==> src/design/srsp_pkg.sv <==
// Shared types and constants for the snapshot record stream parser.
// Used by every module of the block and by its checker.
package srsp_pkg;

    typedef struct packed {
        logic [7:0] byte_value;
        logic       is_last;
    } in_item_t;

    typedef struct packed {
        logic [2:0]  byte_kind;
        logic [7:0]  data_byte;
        logic        key_end;
        logic        record_end;
        logic [63:0] entry_number;
        logic [63:0] entry_total;
        logic [63:0] saved_time;
        logic [2:0]  status;
    } out_item_t;

    typedef enum logic [3:0] {
        PH_SIG   = 4'd0,
        PH_VER   = 4'd1,
        PH_TIME  = 4'd2,
        PH_COUNT = 4'd3,
        PH_KLEN  = 4'd4,
        PH_KEY   = 4'd5,
        PH_VLEN  = 4'd6,
        PH_VAL   = 4'd7,
        PH_CSUM  = 4'd8,
        PH_STOP  = 4'd9
    } phase_t;

    localparam logic [2:0] KIND_HEADER  = 3'd0;
    localparam logic [2:0] KIND_KEY     = 3'd1;
    localparam logic [2:0] KIND_VALUE   = 3'd2;
    localparam logic [2:0] KIND_LENGTH  = 3'd3;
    localparam logic [2:0] KIND_CSUM    = 3'd4;
    localparam logic [2:0] KIND_IGNORED = 3'd5;

    localparam logic [2:0] STAT_BUSY        = 3'd0;
    localparam logic [2:0] STAT_MATCH       = 3'd1;
    localparam logic [2:0] STAT_MISMATCH    = 3'd2;
    localparam logic [2:0] STAT_BAD_MAGIC   = 3'd3;
    localparam logic [2:0] STAT_BAD_VERSION = 3'd4;
    localparam logic [2:0] STAT_TRUNCATED   = 3'd5;

    localparam logic [2:0]  SIG_LEN         = 3'd6;
    localparam logic [2:0]  SIG_LAST_INDEX  = 3'd6;
    localparam logic [31:0] VERSION_RESET   = 32'd1;

    // Signature characters checked at the head of the file.
    function automatic logic [7:0] sig_byte(input logic [2:0] idx);
        logic [7:0] val;
        unique case (idx)
            3'd0:    val = 8'h4F;
            3'd1:    val = 8'h72;
            3'd2:    val = 8'h63;
            3'd3:    val = 8'h61;
            3'd4:    val = 8'h44;
            3'd5:    val = 8'h42;
            default: val = 8'h00;
        endcase
        return val;
    endfunction

endpackage

==> src/design/srsp_core.sv <==
// Parse state and the per-byte step: framing, gathering, hashing, status.
// Depends on srsp_pkg.
module srsp_core (
    input  logic                clk,
    input  logic                rst_n,
    input  logic                step,
    input  srsp_pkg::in_item_t  item,
    input  logic [31:0]         expected_version,
    output srsp_pkg::out_item_t result
);

    srsp_pkg::phase_t phase_reg, phase_next;
    logic [2:0]  idx_reg, idx_next;
    logic [63:0] acc_reg, acc_next;
    logic [63:0] records_left_reg, records_left_next;
    logic [31:0] payload_left_reg, payload_left_next;
    logic [31:0] hash_reg, hash_next;
    logic [31:0] sum_reg, sum_next;
    logic [63:0] record_total_reg, record_total_next;
    logic [63:0] header_time_reg, header_time_next;
    logic [63:0] record_index_reg, record_index_next;
    logic [2:0]  status_reg, status_next;

    logic [7:0]  b;
    logic [2:0]  idx_inc;
    logic [63:0] acc_or;
    logic [31:0] hash_step;
    logic [63:0] records_dec;
    logic [2:0]  kind;
    logic        kend;
    logic        rend;
    logic [2:0]  st;

    assign b           = item.byte_value;
    assign idx_inc     = idx_reg + 3'd1;
    assign acc_or      = acc_reg | ({56'd0, b} << {idx_reg, 3'b000});
    assign hash_step   = {hash_reg[26:0], 5'd0} - hash_reg + {24'd0, b};
    assign records_dec = records_left_reg - 64'd1;

    always_comb
    begin
        phase_next        = phase_reg;
        idx_next          = idx_reg;
        acc_next          = acc_reg;
        records_left_next = records_left_reg;
        payload_left_next = payload_left_reg;
        hash_next         = hash_reg;
        sum_next          = sum_reg;
        record_total_next = record_total_reg;
        header_time_next  = header_time_reg;
        record_index_next = record_index_reg;
        status_next       = status_reg;
        kind              = srsp_pkg::KIND_IGNORED;
        kend              = 1'b0;
        rend              = 1'b0;

        unique case (phase_reg)
            srsp_pkg::PH_SIG:
            begin
                kind = srsp_pkg::KIND_HEADER;
                if (idx_reg < srsp_pkg::SIG_LEN && b != srsp_pkg::sig_byte(idx_reg))
                begin
                    status_next = srsp_pkg::STAT_BAD_MAGIC;
                    phase_next  = srsp_pkg::PH_STOP;
                end
                else if (idx_reg == srsp_pkg::SIG_LAST_INDEX)
                begin
                    // seventh byte is taken unchecked
                    idx_next   = 3'd0;
                    acc_next   = 64'd0;
                    phase_next = srsp_pkg::PH_VER;
                end
                else
                begin
                    idx_next = idx_inc;
                end
            end
            srsp_pkg::PH_VER:
            begin
                kind     = srsp_pkg::KIND_HEADER;
                idx_next = idx_inc;
                acc_next = acc_or;
                if (idx_inc == 3'd4)
                begin
                    idx_next = 3'd0;
                    acc_next = 64'd0;
                    if (acc_or[31:0] != expected_version)
                    begin
                        status_next = srsp_pkg::STAT_BAD_VERSION;
                        phase_next  = srsp_pkg::PH_STOP;
                    end
                    else
                    begin
                        phase_next = srsp_pkg::PH_TIME;
                    end
                end
            end
            srsp_pkg::PH_TIME:
            begin
                kind     = srsp_pkg::KIND_HEADER;
                idx_next = idx_inc;
                acc_next = acc_or;
                if (idx_inc == 3'd0)
                begin
                    header_time_next = acc_or;
                    acc_next         = 64'd0;
                    phase_next       = srsp_pkg::PH_COUNT;
                end
            end
            srsp_pkg::PH_COUNT:
            begin
                kind     = srsp_pkg::KIND_HEADER;
                idx_next = idx_inc;
                acc_next = acc_or;
                if (idx_inc == 3'd0)
                begin
                    record_total_next = acc_or;
                    records_left_next = acc_or;
                    acc_next          = 64'd0;
                    phase_next        = (acc_or != 64'd0) ? srsp_pkg::PH_KLEN
                                                          : srsp_pkg::PH_CSUM;
                end
            end
            srsp_pkg::PH_KLEN:
            begin
                kind     = srsp_pkg::KIND_LENGTH;
                idx_next = idx_inc;
                acc_next = acc_or;
                if (idx_inc == 3'd4)
                begin
                    idx_next          = 3'd0;
                    acc_next          = 64'd0;
                    hash_next         = 32'd0;
                    payload_left_next = acc_or[31:0];
                    if (acc_or[31:0] == 32'd0)
                    begin
                        kend       = 1'b1;
                        phase_next = srsp_pkg::PH_VLEN;
                    end
                    else
                    begin
                        phase_next = srsp_pkg::PH_KEY;
                    end
                end
            end
            srsp_pkg::PH_KEY:
            begin
                kind              = srsp_pkg::KIND_KEY;
                hash_next         = hash_step;
                payload_left_next = payload_left_reg - 32'd1;
                if (payload_left_reg == 32'd1)
                begin
                    kend       = 1'b1;
                    sum_next   = sum_reg + hash_step;
                    phase_next = srsp_pkg::PH_VLEN;
                end
            end
            srsp_pkg::PH_VLEN:
            begin
                kind     = srsp_pkg::KIND_LENGTH;
                idx_next = idx_inc;
                acc_next = acc_or;
                if (idx_inc == 3'd4)
                begin
                    idx_next          = 3'd0;
                    acc_next          = 64'd0;
                    hash_next         = 32'd0;
                    payload_left_next = acc_or[31:0];
                    if (acc_or[31:0] == 32'd0)
                    begin
                        // empty value closes the record here
                        rend              = 1'b1;
                        record_index_next = record_index_reg + 64'd1;
                        records_left_next = records_dec;
                        phase_next        = (records_dec != 64'd0) ? srsp_pkg::PH_KLEN
                                                                   : srsp_pkg::PH_CSUM;
                    end
                    else
                    begin
                        phase_next = srsp_pkg::PH_VAL;
                    end
                end
            end
            srsp_pkg::PH_VAL:
            begin
                kind              = srsp_pkg::KIND_VALUE;
                hash_next         = hash_step;
                payload_left_next = payload_left_reg - 32'd1;
                if (payload_left_reg == 32'd1)
                begin
                    rend              = 1'b1;
                    sum_next          = sum_reg + hash_step;
                    record_index_next = record_index_reg + 64'd1;
                    records_left_next = records_dec;
                    phase_next        = (records_dec != 64'd0) ? srsp_pkg::PH_KLEN
                                                               : srsp_pkg::PH_CSUM;
                end
            end
            srsp_pkg::PH_CSUM:
            begin
                kind     = srsp_pkg::KIND_CSUM;
                idx_next = idx_inc;
                acc_next = acc_or;
                if (idx_inc == 3'd4)
                begin
                    idx_next    = 3'd0;
                    acc_next    = 64'd0;
                    status_next = (acc_or[31:0] == sum_reg) ? srsp_pkg::STAT_MATCH
                                                            : srsp_pkg::STAT_MISMATCH;
                    phase_next  = srsp_pkg::PH_STOP;
                end
            end
            default:
            begin
                kind = srsp_pkg::KIND_IGNORED;
            end
        endcase

        st = status_next;
        if (item.is_last && st == srsp_pkg::STAT_BUSY)
        begin
            st = srsp_pkg::STAT_TRUNCATED;
        end

        result.byte_kind    = kind;
        result.data_byte    = b;
        result.key_end      = kend;
        result.record_end   = rend;
        result.entry_number = record_index_reg;
        result.entry_total  = record_total_next;
        result.saved_time   = header_time_next;
        result.status       = st;

        // re-arm for the next file
        if (item.is_last)
        begin
            phase_next        = srsp_pkg::PH_SIG;
            idx_next          = 3'd0;
            acc_next          = 64'd0;
            records_left_next = 64'd0;
            payload_left_next = 32'd0;
            hash_next         = 32'd0;
            sum_next          = 32'd0;
            record_total_next = 64'd0;
            header_time_next  = 64'd0;
            record_index_next = 64'd0;
            status_next       = srsp_pkg::STAT_BUSY;
        end
    end

    always_ff @(posedge clk or negedge rst_n)
    begin
        if (!rst_n)
        begin
            phase_reg        <= srsp_pkg::PH_SIG;
            idx_reg          <= 3'd0;
            acc_reg          <= 64'd0;
            records_left_reg <= 64'd0;
            payload_left_reg <= 32'd0;
            hash_reg         <= 32'd0;
            sum_reg          <= 32'd0;
            record_total_reg <= 64'd0;
            header_time_reg  <= 64'd0;
            record_index_reg <= 64'd0;
            status_reg       <= srsp_pkg::STAT_BUSY;
        end
        else if (step)
        begin
            phase_reg        <= phase_next;
            idx_reg          <= idx_next;
            acc_reg          <= acc_next;
            records_left_reg <= records_left_next;
            payload_left_reg <= payload_left_next;
            hash_reg         <= hash_next;
            sum_reg          <= sum_next;
            record_total_reg <= record_total_next;
            header_time_reg  <= header_time_next;
            record_index_reg <= record_index_next;
            status_reg       <= status_next;
        end
    end

endmodule

==> src/design/srsp_out_stage.sv <==
// Result register with stall handling on the output channel.
// Depends on srsp_pkg.
module srsp_out_stage (
    input  logic                clk,
    input  logic                rst_n,
    input  logic                load,
    input  srsp_pkg::out_item_t result,
    output logic                room,
    output logic                out_valid,
    input  logic                out_stall,
    output srsp_pkg::out_item_t out_data
);

    logic                valid_reg, valid_next;
    srsp_pkg::out_item_t data_reg;

    // free when empty or when the held item leaves this cycle
    assign room = !valid_reg || !out_stall;

    always_comb
    begin
        valid_next = valid_reg;
        if (load)
        begin
            valid_next = 1'b1;
        end
        else if (!out_stall)
        begin
            valid_next = 1'b0;
        end
    end

    always_ff @(posedge clk or negedge rst_n)
    begin
        if (!rst_n)
        begin
            valid_reg <= 1'b0;
        end
        else
        begin
            valid_reg <= valid_next;
        end
    end

    always_ff @(posedge clk)
    begin
        if (load)
        begin
            data_reg <= result;
        end
    end

    assign out_valid = valid_reg;
    assign out_data  = data_reg;

endmodule

==> src/design/snapshot_record_stream_parser.sv <==
// Top level of the snapshot record stream parser: input register,
// version register, parse core and result register.
// Depends on srsp_pkg, srsp_core and srsp_out_stage.
//
// Usage:
//   Input channel (in_valid / in_stall / in_data) carries one file byte per
//   item, with is_last on the final byte of a file. Output channel
//   (out_valid / out_stall / out_data) returns one tagged item per input
//   byte, in order. cfg_valid / cfg_ready / cfg_data writes the expected
//   version; cfg_ready is always high, write only while the block is idle.
//   A byte passes through the input register, then the result register.
//   Throughput: one byte per cycle while the receiver does not stall; the
//   per-byte step (gather, hash multiply-by-31 as shift and subtract,
//   64-bit count update) is combinational between the input register and
//   the result register. When the receiver stalls a held result, the result
//   register holds, an empty input register can still take one byte, and
//   in_stall is high while the input register is full, until the result leaves.
//   Reset: parse state returns to the start of a file, status busy, both
//   registers empty, expected version 1. Each is_last byte re-arms the
//   parse state; the expected version keeps its value.
module snapshot_record_stream_parser (
    input  logic                clk,
    input  logic                rst_n,
    input  logic                in_valid,
    output logic                in_stall,
    input  srsp_pkg::in_item_t  in_data,
    output logic                out_valid,
    input  logic                out_stall,
    output srsp_pkg::out_item_t out_data,
    input  logic                cfg_valid,
    output logic                cfg_ready,
    input  logic [31:0]         cfg_data
);

    logic                in_valid_reg, in_valid_next;
    srsp_pkg::in_item_t  in_data_reg;
    logic [31:0]         version_reg;
    logic                room;
    logic                advance;
    logic                take;
    srsp_pkg::out_item_t result;

    assign cfg_ready = 1'b1;
    assign advance   = in_valid_reg && room;
    assign in_stall  = in_valid_reg && !room;
    assign take      = in_valid && !in_stall;

    always_comb
    begin
        in_valid_next = in_valid_reg;
        if (!in_stall)
        begin
            in_valid_next = in_valid;
        end
    end

    always_ff @(posedge clk or negedge rst_n)
    begin
        if (!rst_n)
        begin
            in_valid_reg <= 1'b0;
            version_reg  <= srsp_pkg::VERSION_RESET;
        end
        else
        begin
            in_valid_reg <= in_valid_next;
            if (cfg_valid && cfg_ready)
            begin
                version_reg <= cfg_data;
            end
        end
    end

    always_ff @(posedge clk)
    begin
        if (take)
        begin
            in_data_reg <= in_data;
        end
    end

    srsp_core u_core (
        .clk              (clk),
        .rst_n            (rst_n),
        .step             (advance),
        .item             (in_data_reg),
        .expected_version (version_reg),
        .result           (result)
    );

    srsp_out_stage u_out (
        .clk       (clk),
        .rst_n     (rst_n),
        .load      (advance),
        .result    (result),
        .room      (room),
        .out_valid (out_valid),
        .out_stall (out_stall),
        .out_data  (out_data)
    );

endmodule

==> config.mk <==
export PLATFORM = sky130hd
export DESIGN_NAME = snapshot_record_stream_parser
export DESIGN_NICKNAME = d
export VERILOG_FILES = /design/src/design/srsp_pkg.sv /design/src/design/srsp_core.sv /design/src/design/srsp_out_stage.sv /design/src/design/snapshot_record_stream_parser.sv
export SDC_FILE = /design/constraint.sdc
export NUM_CORES = 1
export LEC_CHECK = 0
export ABC_AREA = 1
export ABC_CLOCK_PERIOD_IN_PS = 15900
export BUFFER_PORTS_ARGS = -buffer_cell sky130_fd_sc_hd__buf_2
export CORE_UTILIZATION = 50
export CTS_BUF_LIST = sky130_fd_sc_hd__clkbuf_16
export DETAILED_ROUTE_END_ITERATION = 10
export PLACE_DENSITY_LB_ADDON = 0.05
export SYNTH_ARGS = -nofsm -noshare
export SYNTH_HDL_FRONTEND = slang
export SYNTH_SLANG_ARGS = --single-unit
export TNS_END_PERCENT = 30
==> constraint.sdc <==
create_clock -name clk -period 15.9 [get_ports clk]
set_input_delay 3.18 -clock clk [delete_from_list [all_inputs] [get_ports clk]]
set_output_delay 3.18 -clock clk [all_outputs]
set_load 0.005 [all_outputs]
==> qor.yml <==
logic_synthesis:
  ys_seq_area_share_pct: 48.42
  synth_nets: 4802
  yosys-top-cells-area: "dfrtp_1 (31%), edfxtp_1 (18%), nand2_1 (10%)"
  netlist_area_sq_mm: 0.03723
  synth_top_flop_cell: "dfrtp_1"
  synthCells: 4649
  syn_area_per_cell_sq_um: 8.009
  synth_seq_cells: 677
  yosysMostFrequentCell: "nand2_1"
  yosys-top-cells-count: "nand2_1 (1019), inv_1 (667), o21ai_0 (484)"
  synth-edff-count: 217
  yosysTopAreaCellShare_pct: 30.85
  synth-async-reset-ratio_pct: 67.95
  yosysTopAreaCell: "dfrtp_1"
  ys_warn_count: 0
  ys_types: 56
clock_network:
  clkSinkCount: 677
  ctsLongestPathBuffers: 3
  cts_max_level: 3
  cts-resized-gates: 0
  hold_buffers: 0
  cts_root_buf: "clkbuf_16"
  clk_latency_ns: 0.64
  cts-buffers-inserted: 79
  clk_pin_slew_ns: 0.06
  cts_setup_buffers: 0
  cts_tree: "done"
timing:
  whs_ns: 0.4901
  setup_ws_ns: 9.010
  slew_violations: 0
  tightestPinTransition_ns: 1.102
  fin_crit_ns: 6.890
  setup-violations-final: 0
  fin_tns_setup_ns: 0
  fin_skew_ns: 0.02887
  max_freq_mhz: 145.1
  rsz0062_at_grt: "false"
  slew_headroom_pct: 26.51
  hold_violations: 0
  fin_crit_sh_pct: 43.33
status:
  status: "finished with violations"
  violations: "design-rule violations"
cells_and_area:
  fill_cells: 6909
  largest_reg_flops: 208
  multi_input_area_sq_mm: 0.01597
  layout.nets: 5024
  seq_area_sq_mm: 0.01803
  syn2layout_area_growth_pct: 13.21
  drive_gt1_share_pct: 9.479
  final_util_pct: 57.48
placement:
  io_buffers: 255
  dp_hpwl_um: 87260
  globalplace.congestion: 0.9643
  dp_slack_ns: 8.451
die:
  ios: 257
  die-area_sq_mm: 0.07556
  die_w_um: 274.9
  die_h_um: 274.9
  core_area_sq_mm: 0.07333
  fp-row-count: 99
  initial_core_util_pct: 50.77
drt:
  vias: 33120
  ant_nets: 0
  drtIter0Drc: 3265
  drt-vias-per-instance: 5.615
  wire_per_inst_um: 20.61
  totalWireLength_um: 121500
  drtPass1Iterations: 11
  drc_errors: 6
worst_setup_path:
  crit_type: "input pin to flip-flop"
  required_ns: 16.42
  cp-start-kind: "input pin"
  cp_max_fo: 42
  cp-end-kind: "flip-flop"
  arrival_ns: 7.41
global_routing:
  grt_pass1_wl_um: 184600
  grt_pass1_vias: 31040
  antenna_found_initial: 1
  overflow: 0
  gr-usage-all-layers_pct: 32.18
  grt_max_degree: 136
pwr:
  power-per-cell-area_mw_per_mm2: 149.7
  power.leakage_uw: 0.02062
  vdd_drop_max_v: 0.00009361
job:
  drv_cap: 0
worst_hold_path:
  hold_path.class: "flip-flop to flip-flop"
metal layers:
layer	vias up	track usage, %	wire (um)
met1	15850	45.30	53350
met2	1138	51.05	56080
met3	198	4.643	7816
li1	15930	-	-
met4	2	10.79	4288
met5	-	0	13
layout make-up:
type / count / area share, %
tap: 959 / 2.847
antenna: 2 / 0.01187
clock buffer: 85 / 5.046
sequential: 677 / 42.77
clock inverter: 62 / 1.303
multi-input combinational: 3121 / 37.89
inverter: 683 / 6.091
timing repair buffer: 309 / 4.043
report_power, final:
part	total, uW	switching [uW]	internal, uW
registers	2120	140	1980
clock network	1890	762	1130
logic	2310	1710	600
total	6310	2610	3700
worst max-delay path: stages:
cell and delay, ns:
buf_2 0.10, nand2_1 0.09, inv_1 0.07, nor2_4 0.30, inv_2 0.40, nor2_4 0.92, clkinv_2 0.77, nor2_2 0.34
buf_4 0.38, inv_1 0.17, nor2_1 0.13, buf_4 0.25, o21ai_0 0.12, o22ai_1 0.11
cell families after synthesis:
kind of cell | share of synthesized area, %
AND/OR/NAND/NOR | 21.13
AO/OA/AOI/OAI | 15.10
buffers and inverters | 8.835
flip-flops | 48.42
XOR/XNOR | 2.682
adder cells (fa/ha/maj) | 3.696
multiplexers | 0.1210
other | 0.01007
layout by cell type, fill, tap and decap left out, types with 102 or more instances in the layout:
master	instances
nand2_1	1019
inv_1	684
o21ai_0	483
dfrtp_1	459
nor2_1	451
buf_2	254
nand3_1	227
edfxtp_1	217
o22ai_1	159
a21oi_1	131
ha_1	102
worst paths after layout:
kind | startpoint | to | slack, ns | cells after the start
setup / recovery | out_stall | u_core.sum_reg[12]$_DFFE_PN0P_ | 9.01 | 14
hold / removal | u_core.record_index_reg[63]$_DFFE_PN0P_ | u_out.out_data[194]$_DFFE_PP_ | 0.49 | 0
setup reg to reg | in_data_reg[7]$_DFFE_PP_ | u_core.sum_reg[27]$_DFFE_PN0P_ | 10.20 | 21
hold reg to reg | u_core.record_index_reg[63]$_DFFE_PN0P_ | u_out.out_data[194]$_DFFE_PP_ | 0.49 | 0
max in group asynchronous | rst_n | u_core.header_time_reg[1]$_DFFE_PN0P_ | 11.06 | 3
min in group asynchronous | rst_n | u_core.record_total_reg[18]$_DFFE_PN0P_ | 2.53 | 1
metrics by stage:
| step | area, sq um | cells | power [uW] |
|---|---|---|---|
| 4_1_cts | 42150 | 5896 | 6291 |
| 5_1_grt | 42150 | 5896 | 6631 |
| 6_report | 42150 | 5898 | 6312 |
| 3_3_place_gp | 39470 | 5749 | 4393 |
| 2_1_floorplan | 37230 | 4649 | 3542 |
| 3_5_place_dp | 39470 | 5749 | 4397 |
(Power assumes the default switching activity.)
